===== config.mk =====
export PLATFORM = sky130hd
export DESIGN_NAME = scrambled_object_id_generator_core
export DESIGN_NICKNAME = d
export VERILOG_FILES = /design/src/design/sosg_pkg.sv /design/src/design/sosg_regs.sv /design/src/design/sosg_ctrl.sv /design/src/design/sosg_dp.sv /design/src/design/scrambled_object_id_generator_core.sv
export SDC_FILE = /design/constraint.sdc
export NUM_CORES = 2
export LEC_CHECK = 0
export BUFFER_PORTS_ARGS = -buffer_cell sky130_fd_sc_hd__clkbuf_2
export CAP_MARGIN = 20
export CORE_MARGIN = 10
export CORE_UTILIZATION = 51
export DETAILED_ROUTE_END_ITERATION = 16
export PLACE_DENSITY_LB_ADDON = 0.05
export SLEW_MARGIN = 20
export SYNTH_ARGS = -nofsm -noshare
export SYNTH_HDL_FRONTEND = slang
export SYNTH_SLANG_ARGS = --single-unit

===== constraint.sdc =====
create_clock -name i_clk -period 10.9 [get_ports i_clk]
set_input_delay 1.09 -clock i_clk [delete_from_list [all_inputs] [get_ports i_clk]]
set_output_delay 1.09 -clock i_clk [all_outputs]
set_load 0.02 [all_outputs]

===== src/design/sosg_pkg.sv =====
// ----------------------------------------------------------------------------
// sosg_pkg: shared types, constants and round-function helpers
// Widths, allocator constants, control structs and the mixing steps of the
// 28-bit Feistel round used by the scrambled object ID generator.
// ----------------------------------------------------------------------------
package sosg_pkg;

    // field and datapath widths
    localparam int ID_W     = 64;
    localparam int TYPE_W   = 8;
    localparam int HALF_W   = 28;
    localparam int KEY_W    = 32;
    localparam int ADDR_W   = 4;
    localparam int DATA_W   = 32;
    localparam int NUM_ROUNDS = 4;
    localparam int ROUND_W  = $clog2(NUM_ROUNDS);
    localparam int PAYLOAD_W = 2 * HALF_W;

    // allocator constants
    localparam logic [ID_W-1:0] ID_STRIDE  = 64'd7;
    localparam logic [ID_W-1:0] BLOCK_LEN  = 64'd4096;
    localparam logic [ID_W-1:0] BASE_RESET = 64'd1;

    // fmix32 multipliers
    localparam logic [KEY_W-1:0] MUL_C1 = 32'h85eb_ca6b;
    localparam logic [KEY_W-1:0] MUL_C2 = 32'hc2b2_ae35;

    // last round index
    localparam logic [ROUND_W-1:0] LAST_ROUND = ROUND_W'(NUM_ROUNDS - 1);

    // round keys as one packed vector, one key per round
    typedef logic [NUM_ROUNDS-1:0][KEY_W-1:0] t_key_arr;

    // controller state, one-hot
    typedef enum logic [3:0] {
        ST_IDLE  = 4'b0001,
        ST_RND_A = 4'b0010,
        ST_RND_B = 4'b0100,
        ST_HOLD  = 4'b1000
    } t_sosg_state;

    // controller to datapath commands
    typedef struct packed {
        logic               load;      // accept request, allocate an ID
        logic               mul1;      // first multiply of the round
        logic               mul2;      // second multiply, update halves
        logic               out_load;  // write the output register
        logic [ROUND_W-1:0] round;     // current round index
    } t_sosg_cmd;

    // datapath to controller status
    typedef struct packed {
        logic out_free;                // output register can take a result
    } t_sosg_status;

    // key mix and first shift-xor of fmix32
    function automatic logic [KEY_W-1:0] fmix_pre(input logic [HALF_W-1:0] half,
                                                  input logic [KEY_W-1:0]  key);
        logic [KEY_W-1:0] v;
        v = {{(KEY_W-HALF_W){1'b0}}, half} ^ key;
        return v ^ (v >> 16);
    endfunction

    // middle shift-xor of fmix32
    function automatic logic [KEY_W-1:0] fmix_mid(input logic [KEY_W-1:0] p);
        return p ^ (p >> 13);
    endfunction

    // last shift-xor of fmix32, kept to a half
    function automatic logic [HALF_W-1:0] fmix_post(input logic [KEY_W-1:0] p);
        logic [KEY_W-1:0] v;
        v = p ^ (p >> 16);
        return v[HALF_W-1:0];
    endfunction

endpackage


===== src/design/sosg_regs.sv =====
// ----------------------------------------------------------------------------
// sosg_regs: round key register file
// APB-style write/read access to the four 32-bit Feistel round keys.
// ----------------------------------------------------------------------------
module sosg_regs (
    input  logic                          i_clk,
    input  logic                          i_rst_n,
    input  logic                          psel,
    input  logic                          penable,
    input  logic                          pwrite,
    input  logic [sosg_pkg::ADDR_W-1:0]   paddr,
    input  logic [sosg_pkg::DATA_W-1:0]   pwdata,
    output logic [sosg_pkg::DATA_W-1:0]   prdata,
    output logic                          pready,
    output sosg_pkg::t_key_arr            o_keys
);

    sosg_pkg::t_key_arr                 r_keys;
    logic [sosg_pkg::ROUND_W-1:0]       w_idx;
    logic                               w_wr;

    // word index and write strobe
    assign w_idx = paddr[sosg_pkg::ADDR_W-1:2];
    assign w_wr  = psel & penable & pwrite;

    // key storage
    always_ff @(posedge i_clk) begin
        if (!i_rst_n) begin
            r_keys <= '0;
        end else if (w_wr) begin
            r_keys[w_idx] <= pwdata;
        end
    end

    // read back, no wait states
    assign prdata = r_keys[w_idx];
    assign pready = 1'b1;
    assign o_keys = r_keys;

endmodule


===== src/design/sosg_ctrl.sv =====
// ----------------------------------------------------------------------------
// sosg_ctrl: request sequencer
// Accepts a request, steps four Feistel rounds, each through ST_RND_A and
// ST_RND_B, and hands the result to the output register once it is free.
// ----------------------------------------------------------------------------
module sosg_ctrl (
    input  logic                   i_clk,
    input  logic                   i_rst_n,
    input  logic                   i_in_valid,
    output logic                   o_in_ready,
    input  sosg_pkg::t_sosg_status i_status,
    output sosg_pkg::t_sosg_cmd    o_cmd
);

    sosg_pkg::t_sosg_state          r_state, n_state;
    logic [sosg_pkg::ROUND_W-1:0]   r_round, n_round;

    // next state and commands
    always_comb begin
        n_state      = r_state;
        n_round      = r_round;
        o_cmd        = '0;
        o_cmd.round  = r_round;
        o_in_ready   = 1'b0;
        unique case (r_state)
            sosg_pkg::ST_IDLE: begin
                o_in_ready = 1'b1;
                if (i_in_valid) begin
                    o_cmd.load = 1'b1;
                    n_round    = '0;
                    n_state    = sosg_pkg::ST_RND_A;
                end
            end
            sosg_pkg::ST_RND_A: begin
                o_cmd.mul1 = 1'b1;
                n_state    = sosg_pkg::ST_RND_B;
            end
            sosg_pkg::ST_RND_B: begin
                o_cmd.mul2 = 1'b1;
                if (r_round != sosg_pkg::LAST_ROUND) begin
                    n_round = r_round + 1'b1;
                    n_state = sosg_pkg::ST_RND_A;
                end else if (i_status.out_free) begin
                    o_cmd.out_load = 1'b1;
                    n_state        = sosg_pkg::ST_IDLE;
                end else begin
                    n_state = sosg_pkg::ST_HOLD;
                end
            end
            sosg_pkg::ST_HOLD: begin
                if (i_status.out_free) begin
                    o_cmd.out_load = 1'b1;
                    n_state        = sosg_pkg::ST_IDLE;
                end
            end
            default: begin
                n_state = sosg_pkg::ST_IDLE;
            end
        endcase
    end

    // state registers
    always_ff @(posedge i_clk) begin
        if (!i_rst_n) begin
            r_state <= sosg_pkg::ST_IDLE;
            r_round <= '0;
        end else begin
            r_state <= n_state;
            r_round <= n_round;
        end
    end

`ifndef ASSERT_OFF
    // a result is only written after the last round
    a_out_last_round: assert property (@(posedge i_clk) disable iff (!i_rst_n)
        o_cmd.out_load |-> (r_round == sosg_pkg::LAST_ROUND))
        else $error("output written before last round");

    // each first multiply is followed by its second
    a_rnd_pair: assert property (@(posedge i_clk) disable iff (!i_rst_n)
        o_cmd.mul1 |=> o_cmd.mul2)
        else $error("round half skipped");
`endif

endmodule


===== src/design/sosg_dp.sv =====
// ----------------------------------------------------------------------------
// sosg_dp: allocator and Feistel datapath
// Block allocator, 28-bit half registers, the two-stage fmix32 round
// function and the output register.
// ----------------------------------------------------------------------------
module sosg_dp (
    input  logic                           i_clk,
    input  logic                           i_rst_n,
    input  sosg_pkg::t_sosg_cmd            i_cmd,
    output sosg_pkg::t_sosg_status         o_status,
    input  sosg_pkg::t_key_arr             i_keys,
    input  logic [sosg_pkg::TYPE_W-1:0]    i_object_type,
    output logic                           o_out_valid,
    input  logic                           i_out_ready,
    output logic [sosg_pkg::ID_W-1:0]      o_object_id
);

    // allocator state
    logic [sosg_pkg::ID_W-1:0]   r_next_base;
    logic [sosg_pkg::ID_W-1:0]   r_running;
    logic [sosg_pkg::ID_W-1:0]   r_limit;

    // round state
    logic [sosg_pkg::TYPE_W-1:0] r_type;
    logic [sosg_pkg::HALF_W-1:0] r_left;
    logic [sosg_pkg::HALF_W-1:0] r_right;
    logic [sosg_pkg::KEY_W-1:0]  r_prod;

    // output register
    logic                        r_out_valid;
    logic [sosg_pkg::ID_W-1:0]   r_out_id;

    logic [sosg_pkg::ID_W-1:0]   w_run_step;
    logic [sosg_pkg::ID_W-1:0]   w_base_step;
    logic [sosg_pkg::ID_W-1:0]   w_base_next;
    logic                        w_claim;
    logic [sosg_pkg::ID_W-1:0]   w_id;
    logic [sosg_pkg::KEY_W-1:0]  w_p1;
    logic [sosg_pkg::KEY_W-1:0]  w_p2;
    logic [sosg_pkg::HALF_W-1:0] w_new_right;
    logic [sosg_pkg::ID_W-1:0]   w_out_id;

    // block check and ID selection, three adders in parallel
    assign w_run_step  = r_running + sosg_pkg::ID_STRIDE;
    assign w_base_step = r_next_base + sosg_pkg::ID_STRIDE;
    assign w_base_next = r_next_base + sosg_pkg::BLOCK_LEN;
    assign w_claim     = (w_run_step >= r_limit);
    assign w_id        = w_claim ? r_next_base : r_running;

    // round function, split at the multipliers
    assign w_p1        = sosg_pkg::fmix_pre(r_right, i_keys[i_cmd.round]) * sosg_pkg::MUL_C1;
    assign w_p2        = sosg_pkg::fmix_mid(r_prod) * sosg_pkg::MUL_C2;
    assign w_new_right = r_left ^ sosg_pkg::fmix_post(w_p2);

    // result straight from the last round or from the held halves
    assign w_out_id = i_cmd.mul2 ? {r_type, r_right, w_new_right}
                                 : {r_type, r_left, r_right};

    // allocator
    always_ff @(posedge i_clk) begin
        if (!i_rst_n) begin
            r_next_base <= sosg_pkg::BASE_RESET;
            r_running   <= '0;
            r_limit     <= '0;
        end else if (i_cmd.load) begin
            r_running <= w_claim ? w_base_step : w_run_step;
            if (w_claim) begin
                r_limit     <= w_base_next;
                r_next_base <= w_base_next;
            end
        end
    end

    // Feistel halves and product register
    always_ff @(posedge i_clk) begin
        if (i_cmd.load) begin
            r_type  <= i_object_type;
            r_left  <= w_id[sosg_pkg::PAYLOAD_W-1:sosg_pkg::HALF_W];
            r_right <= w_id[sosg_pkg::HALF_W-1:0];
        end else if (i_cmd.mul2) begin
            r_left  <= r_right;
            r_right <= w_new_right;
        end
        if (i_cmd.mul1) begin
            r_prod <= w_p1;
        end
    end

    // output register
    always_ff @(posedge i_clk) begin
        if (!i_rst_n) begin
            r_out_valid <= 1'b0;
        end else if (i_cmd.out_load) begin
            r_out_valid <= 1'b1;
        end else if (i_out_ready) begin
            r_out_valid <= 1'b0;
        end
    end

    always_ff @(posedge i_clk) begin
        if (i_cmd.out_load) begin
            r_out_id <= w_out_id;
        end
    end

    assign o_status.out_free = !r_out_valid || i_out_ready;
    assign o_out_valid       = r_out_valid;
    assign o_object_id       = r_out_id;

`ifndef ASSERT_OFF
    // never overwrite a result that is not being taken
    a_no_overwrite: assert property (@(posedge i_clk) disable iff (!i_rst_n)
        i_cmd.out_load |-> (!r_out_valid || i_out_ready))
        else $error("output overwritten");

    // the global base only moves by one block, and only on a claim
    a_base_step: assert property (@(posedge i_clk) disable iff (!i_rst_n)
        i_cmd.load |=> (r_next_base == $past(r_next_base)) ||
                       (r_next_base == $past(r_next_base) + sosg_pkg::BLOCK_LEN))
        else $error("block base jumped");
`endif

endmodule


===== src/design/scrambled_object_id_generator_core.sv =====
// ----------------------------------------------------------------------------
// scrambled_object_id_generator_core: scrambled object ID generator
// Hands out 64-bit object IDs: type in the top byte, a block-allocated
// running ID permuted by a keyed 4-round Feistel network below.
// ----------------------------------------------------------------------------
// Usage:
//  - Input channel (i_in_valid / o_in_ready / i_object_type): one request per
//    transaction. Output channel (o_out_valid / i_out_ready / o_object_id):
//    one ID per request, in request order.
//  - Round keys are written over the APB port (byte addresses 0, 4, 8, 12)
//    while no request is in flight; they reset to zero.
//  - Each Feistel round steps through the ST_RND_A and ST_RND_B states,
//    split at the two registered fmix32 multipliers.
//  - The sequencer takes requests one at a time: a new request is taken
//    only in ST_IDLE, once the previous ID has gone to the output register.
//  - A finished ID sits in the output register; a stalled receiver delays
//    the next result's write-back, and no new request is accepted meanwhile.
//  - Reset (synchronous, active low) empties the output register, sets the
//    block base to 1 and the running ID and block limit to 0, so the first
//    request claims a fresh block spanning 4096 ID values.
// ----------------------------------------------------------------------------
module scrambled_object_id_generator_core (
    input  logic                          i_clk,
    input  logic                          i_rst_n,
    // configuration
    input  logic                          psel,
    input  logic                          penable,
    input  logic                          pwrite,
    input  logic [sosg_pkg::ADDR_W-1:0]   paddr,
    input  logic [sosg_pkg::DATA_W-1:0]   pwdata,
    output logic [sosg_pkg::DATA_W-1:0]   prdata,
    output logic                          pready,
    // request channel
    input  logic                          i_in_valid,
    output logic                          o_in_ready,
    input  logic [sosg_pkg::TYPE_W-1:0]   i_object_type,
    // result channel
    output logic                          o_out_valid,
    input  logic                          i_out_ready,
    output logic [sosg_pkg::ID_W-1:0]     o_object_id
);

    sosg_pkg::t_key_arr       w_keys;
    sosg_pkg::t_sosg_cmd      w_cmd;
    sosg_pkg::t_sosg_status   w_status;

    // round key registers
    sosg_regs u_regs (
        .i_clk   (i_clk),
        .i_rst_n (i_rst_n),
        .psel    (psel),
        .penable (penable),
        .pwrite  (pwrite),
        .paddr   (paddr),
        .pwdata  (pwdata),
        .prdata  (prdata),
        .pready  (pready),
        .o_keys  (w_keys)
    );

    // sequencer
    sosg_ctrl u_ctrl (
        .i_clk      (i_clk),
        .i_rst_n    (i_rst_n),
        .i_in_valid (i_in_valid),
        .o_in_ready (o_in_ready),
        .i_status   (w_status),
        .o_cmd      (w_cmd)
    );

    // allocator and Feistel datapath
    sosg_dp u_dp (
        .i_clk         (i_clk),
        .i_rst_n       (i_rst_n),
        .i_cmd         (w_cmd),
        .o_status      (w_status),
        .i_keys        (w_keys),
        .i_object_type (i_object_type),
        .o_out_valid   (o_out_valid),
        .i_out_ready   (i_out_ready),
        .o_object_id   (o_object_id)
    );

endmodule

==> flow_summary.yaml <==
finish:
  drive_gt1_share_pct: 8.52
  utilization_pct: 56.1
  fill_cells: 7064
  area_growth_pct: 8.56
  fin_nets: 5160
routing:
  wl_mm: 115
  dr_total_vias: 28800
  antenna_left: 0
  route.detailed.drc: 0
  drt_first_pass_iters: 5
  drtIter0Drc: 2033
  routed_via_density: 5.38
  wl_per_cell_um: 21.5
critical_path:
  reg2reg_to: "u_dp.r_prod[30]"
  ff2ff_path_depth: 25
  crit_type: "register to register"
  critPathMaxFanout: 16
  slowest_delay_ps: 630
  crit_buf_inv: 5
  cp.arrival_ps: 9500
  cpMaxStageDelayCell: "dfxtp_2"
  cp-start-kind: "register"
  endpoint: "u_dp.r_prod[30]"
  cp_data_required_time_ps: 11380
  reg2reg_from: "u_ctrl.r_round[0]"
  cp_common_cell: "fa_1"
  rrSetupSlack_ps: 1880
  cp.depth: 25
  endpoint_kind: "register"
  critical_path.top_delay_family: "adder cells"
  cp-startpoint: "u_ctrl.r_round[0]"
clock_tree:
  cts_root_buffer: "clkbuf_16"
  numCtsBuffers: 49
  cts_resized: 0
  insertion_delay_ps: 620
  postCtsHoldBufs: 0
  h-tree-depth: 2
  cts_setup_buffers: 0
  tritoncts: "built"
  clock-sinks: 412
  clk_path_buf_depth: 3
  clk_pin_slew_ps: 60
placement:
  gp_congestion: 0.925
  dp.final_hpwl_mm: 90.7
  io_buffer_count: 146
global_route:
  gr-total-overflow: 0
  grt_max_degree: 165
  antenna_found_initial: 2
  grt_pass1_wl_mm: 178
  grt_pass1_vias: 28900
  track_usage_pct: 25.9
yosys:
  synth_cells: 4217
  synthTopCellsByArea: "fa_1, ha_1, dfxtp_1"
  synth_top_area_cell: "fa_1"
  synth_area_um2: 39400
  syn_nets: 5086
  ys_seq_area_share_pct: 25.0
  yosysTopAreaCellShare_pct: 19.6
  synth_flop_cell: "dfxtp_1"
  yosysWarnings: 0
  ys_seq_elements: 412
  async_reset_ff_share_pct: 0
  ys_types: 69
  syn_area_per_cell_um2: 9.35
  synth_edf_count: 160
sta:
  skew_ps: 60.0
  setup_viol: 0
  hold_violations: 0
  fin_crit_sh_pct: 82.8
  min_period_ps: 9020
  max_freq_mhz: 111
  slew_viol_final: 0
  tightest_slew_ps: 1160
  finalSetupTns_ps: 0
  max_slew_margin_pct: 22.6
  rsz0062_at_grt: "no"
floorplanning:
  die_w_um: 298
  fp.dieH_um: 298
  start_util_pct: 51.6
  die_area_um2: 88800
  core_um2: 76300
  fp-row-count: 101
  ios: 150
run_status:
  status: "finished, final reports clean"
job:
  maxCapViolCount: 0
min_path:
  hp-class: "register to register"
[Yosys cell counts (77+ instances only)]
master	instances
ha_1	433
nor2_1	146
xor2_1	80
dfxtp_1	252
o21ai_0	142
a21oi_1	229
inv_1	806
xnor2_1	252
mux2i_1	77
nand2_1	525
clkbuf_1	127
nand3_1	99
edfxtp_1	160
fa_1	385
[metrics by stage]
stage | hold slack (ps) | cell area, um^2 | cells | setup slack, ps
global placement | 403 | 41200 | 5270 | 1920
finish | 419 | 42800 | 5363 | 1880
global route | 424 | 42800 | 5363 | 1400
floorplan | 400 | 39400 | 4217 | 1750
detailed placement | 406 | 41200 | 5270 | 1940
CTS | 418 | 42800 | 5362 | 1900
[placed cells by master, fill, tap and decap left out, drive strengths merged, types with 64 or more instances in the layout]
cell / synthesis / final
fa: 385 / 385
nand2: 525 / 525
o21ai: 142 / 142
xor2: 80 / 80
edfxtp: 160 / 160
inv: 806 / 809
mux2i: 77 / 77
nand3: 99 / 99
nor2: 146 / 146
a21oi: 229 / 229
dfxtp: 252 / 252
ha: 433 / 433
mux4: 64 / 64
xnor2: 252 / 252
clkbuf: 127 / 204
[logic make-up (layout without fill, tap and decap cells)]
group                    count (synthesis)  count (layout)  synth area share (%)
adder cells (fa/ha/maj)                818             818                  33.3
flip-flops                             412             412                  25.0
AND/OR/NAND/NOR                       1009            1009                  11.4
XOR/XNOR                               334             334                  7.49
buffers and inverters                  977            1092                  9.39
AO/OA/AOI/OAI                          521             521                  7.71
multiplexers                           145             145                  5.73
other                                    1               2               0.00951
[state kept, by name, indices dropped and copies added (netlist names)]
signal / count
u_dp.r_left: 28
u_ctrl.r_state: 4
u_dp.r_type: 8
u_regs.o_keys: 128
u_ctrl.r_round: 2
u_dp.r_next_base: 51
u_dp.r_limit: 2
u_dp.r_prod: 32
u_dp.o_out_valid: 1
u_dp.r_right: 28
u_dp.o_object_id: 64
u_dp.r_running: 64
[area by class of cell]
type                            instances  area [um^2]  area share (%)
Antenna cell                            1         2.50         0.00585
Sequential cell                       412         9850            23.0
Clock inverter                         34          304           0.711
Tap cell                             1030         1290            3.01
Inverter                              808         3040            7.10
Clock buffer                           58         1280            2.99
Timing Repair Buffer                  192         1090            2.55
Multi-Input combinational cell       2828        25900            60.6
[per-layer routing]
layer | vias to the layer above | GRT usage [%] | share of wire [%]
met2 | 736 | 42.0 | 47
met5 | - | 0 | 0
met3 | 126 | 3.70 | 6.2
met4 | 0 | 6.34 | 2.5
met1 | 14100 | 36.1 | 44
li1 | 13900 | - | -
[how the worst min path moves through the flow]
stage | to | slack [ps] | cells after the start | from
final | u_dp.o_object_id[60] | 420 | 0 | u_dp.r_type[4]
after floorplan | u_dp.o_object_id[56] | 400 | 0 | u_dp.r_type[0]
after global placement | u_dp.o_object_id[60] | 400 | 0 | u_dp.r_type[4]
after global routing | u_dp.o_object_id[56] | 420 | 0 | u_dp.r_type[0]
after CTS | u_dp.o_object_id[56] | 420 | 0 | u_dp.r_type[0]
after detailed placement | u_dp.o_object_id[60] | 410 | 0 | u_dp.r_type[4]
Power is not shown: default switching activity piles up to over one toggle a cycle in this logic, so the estimate is an artifact.
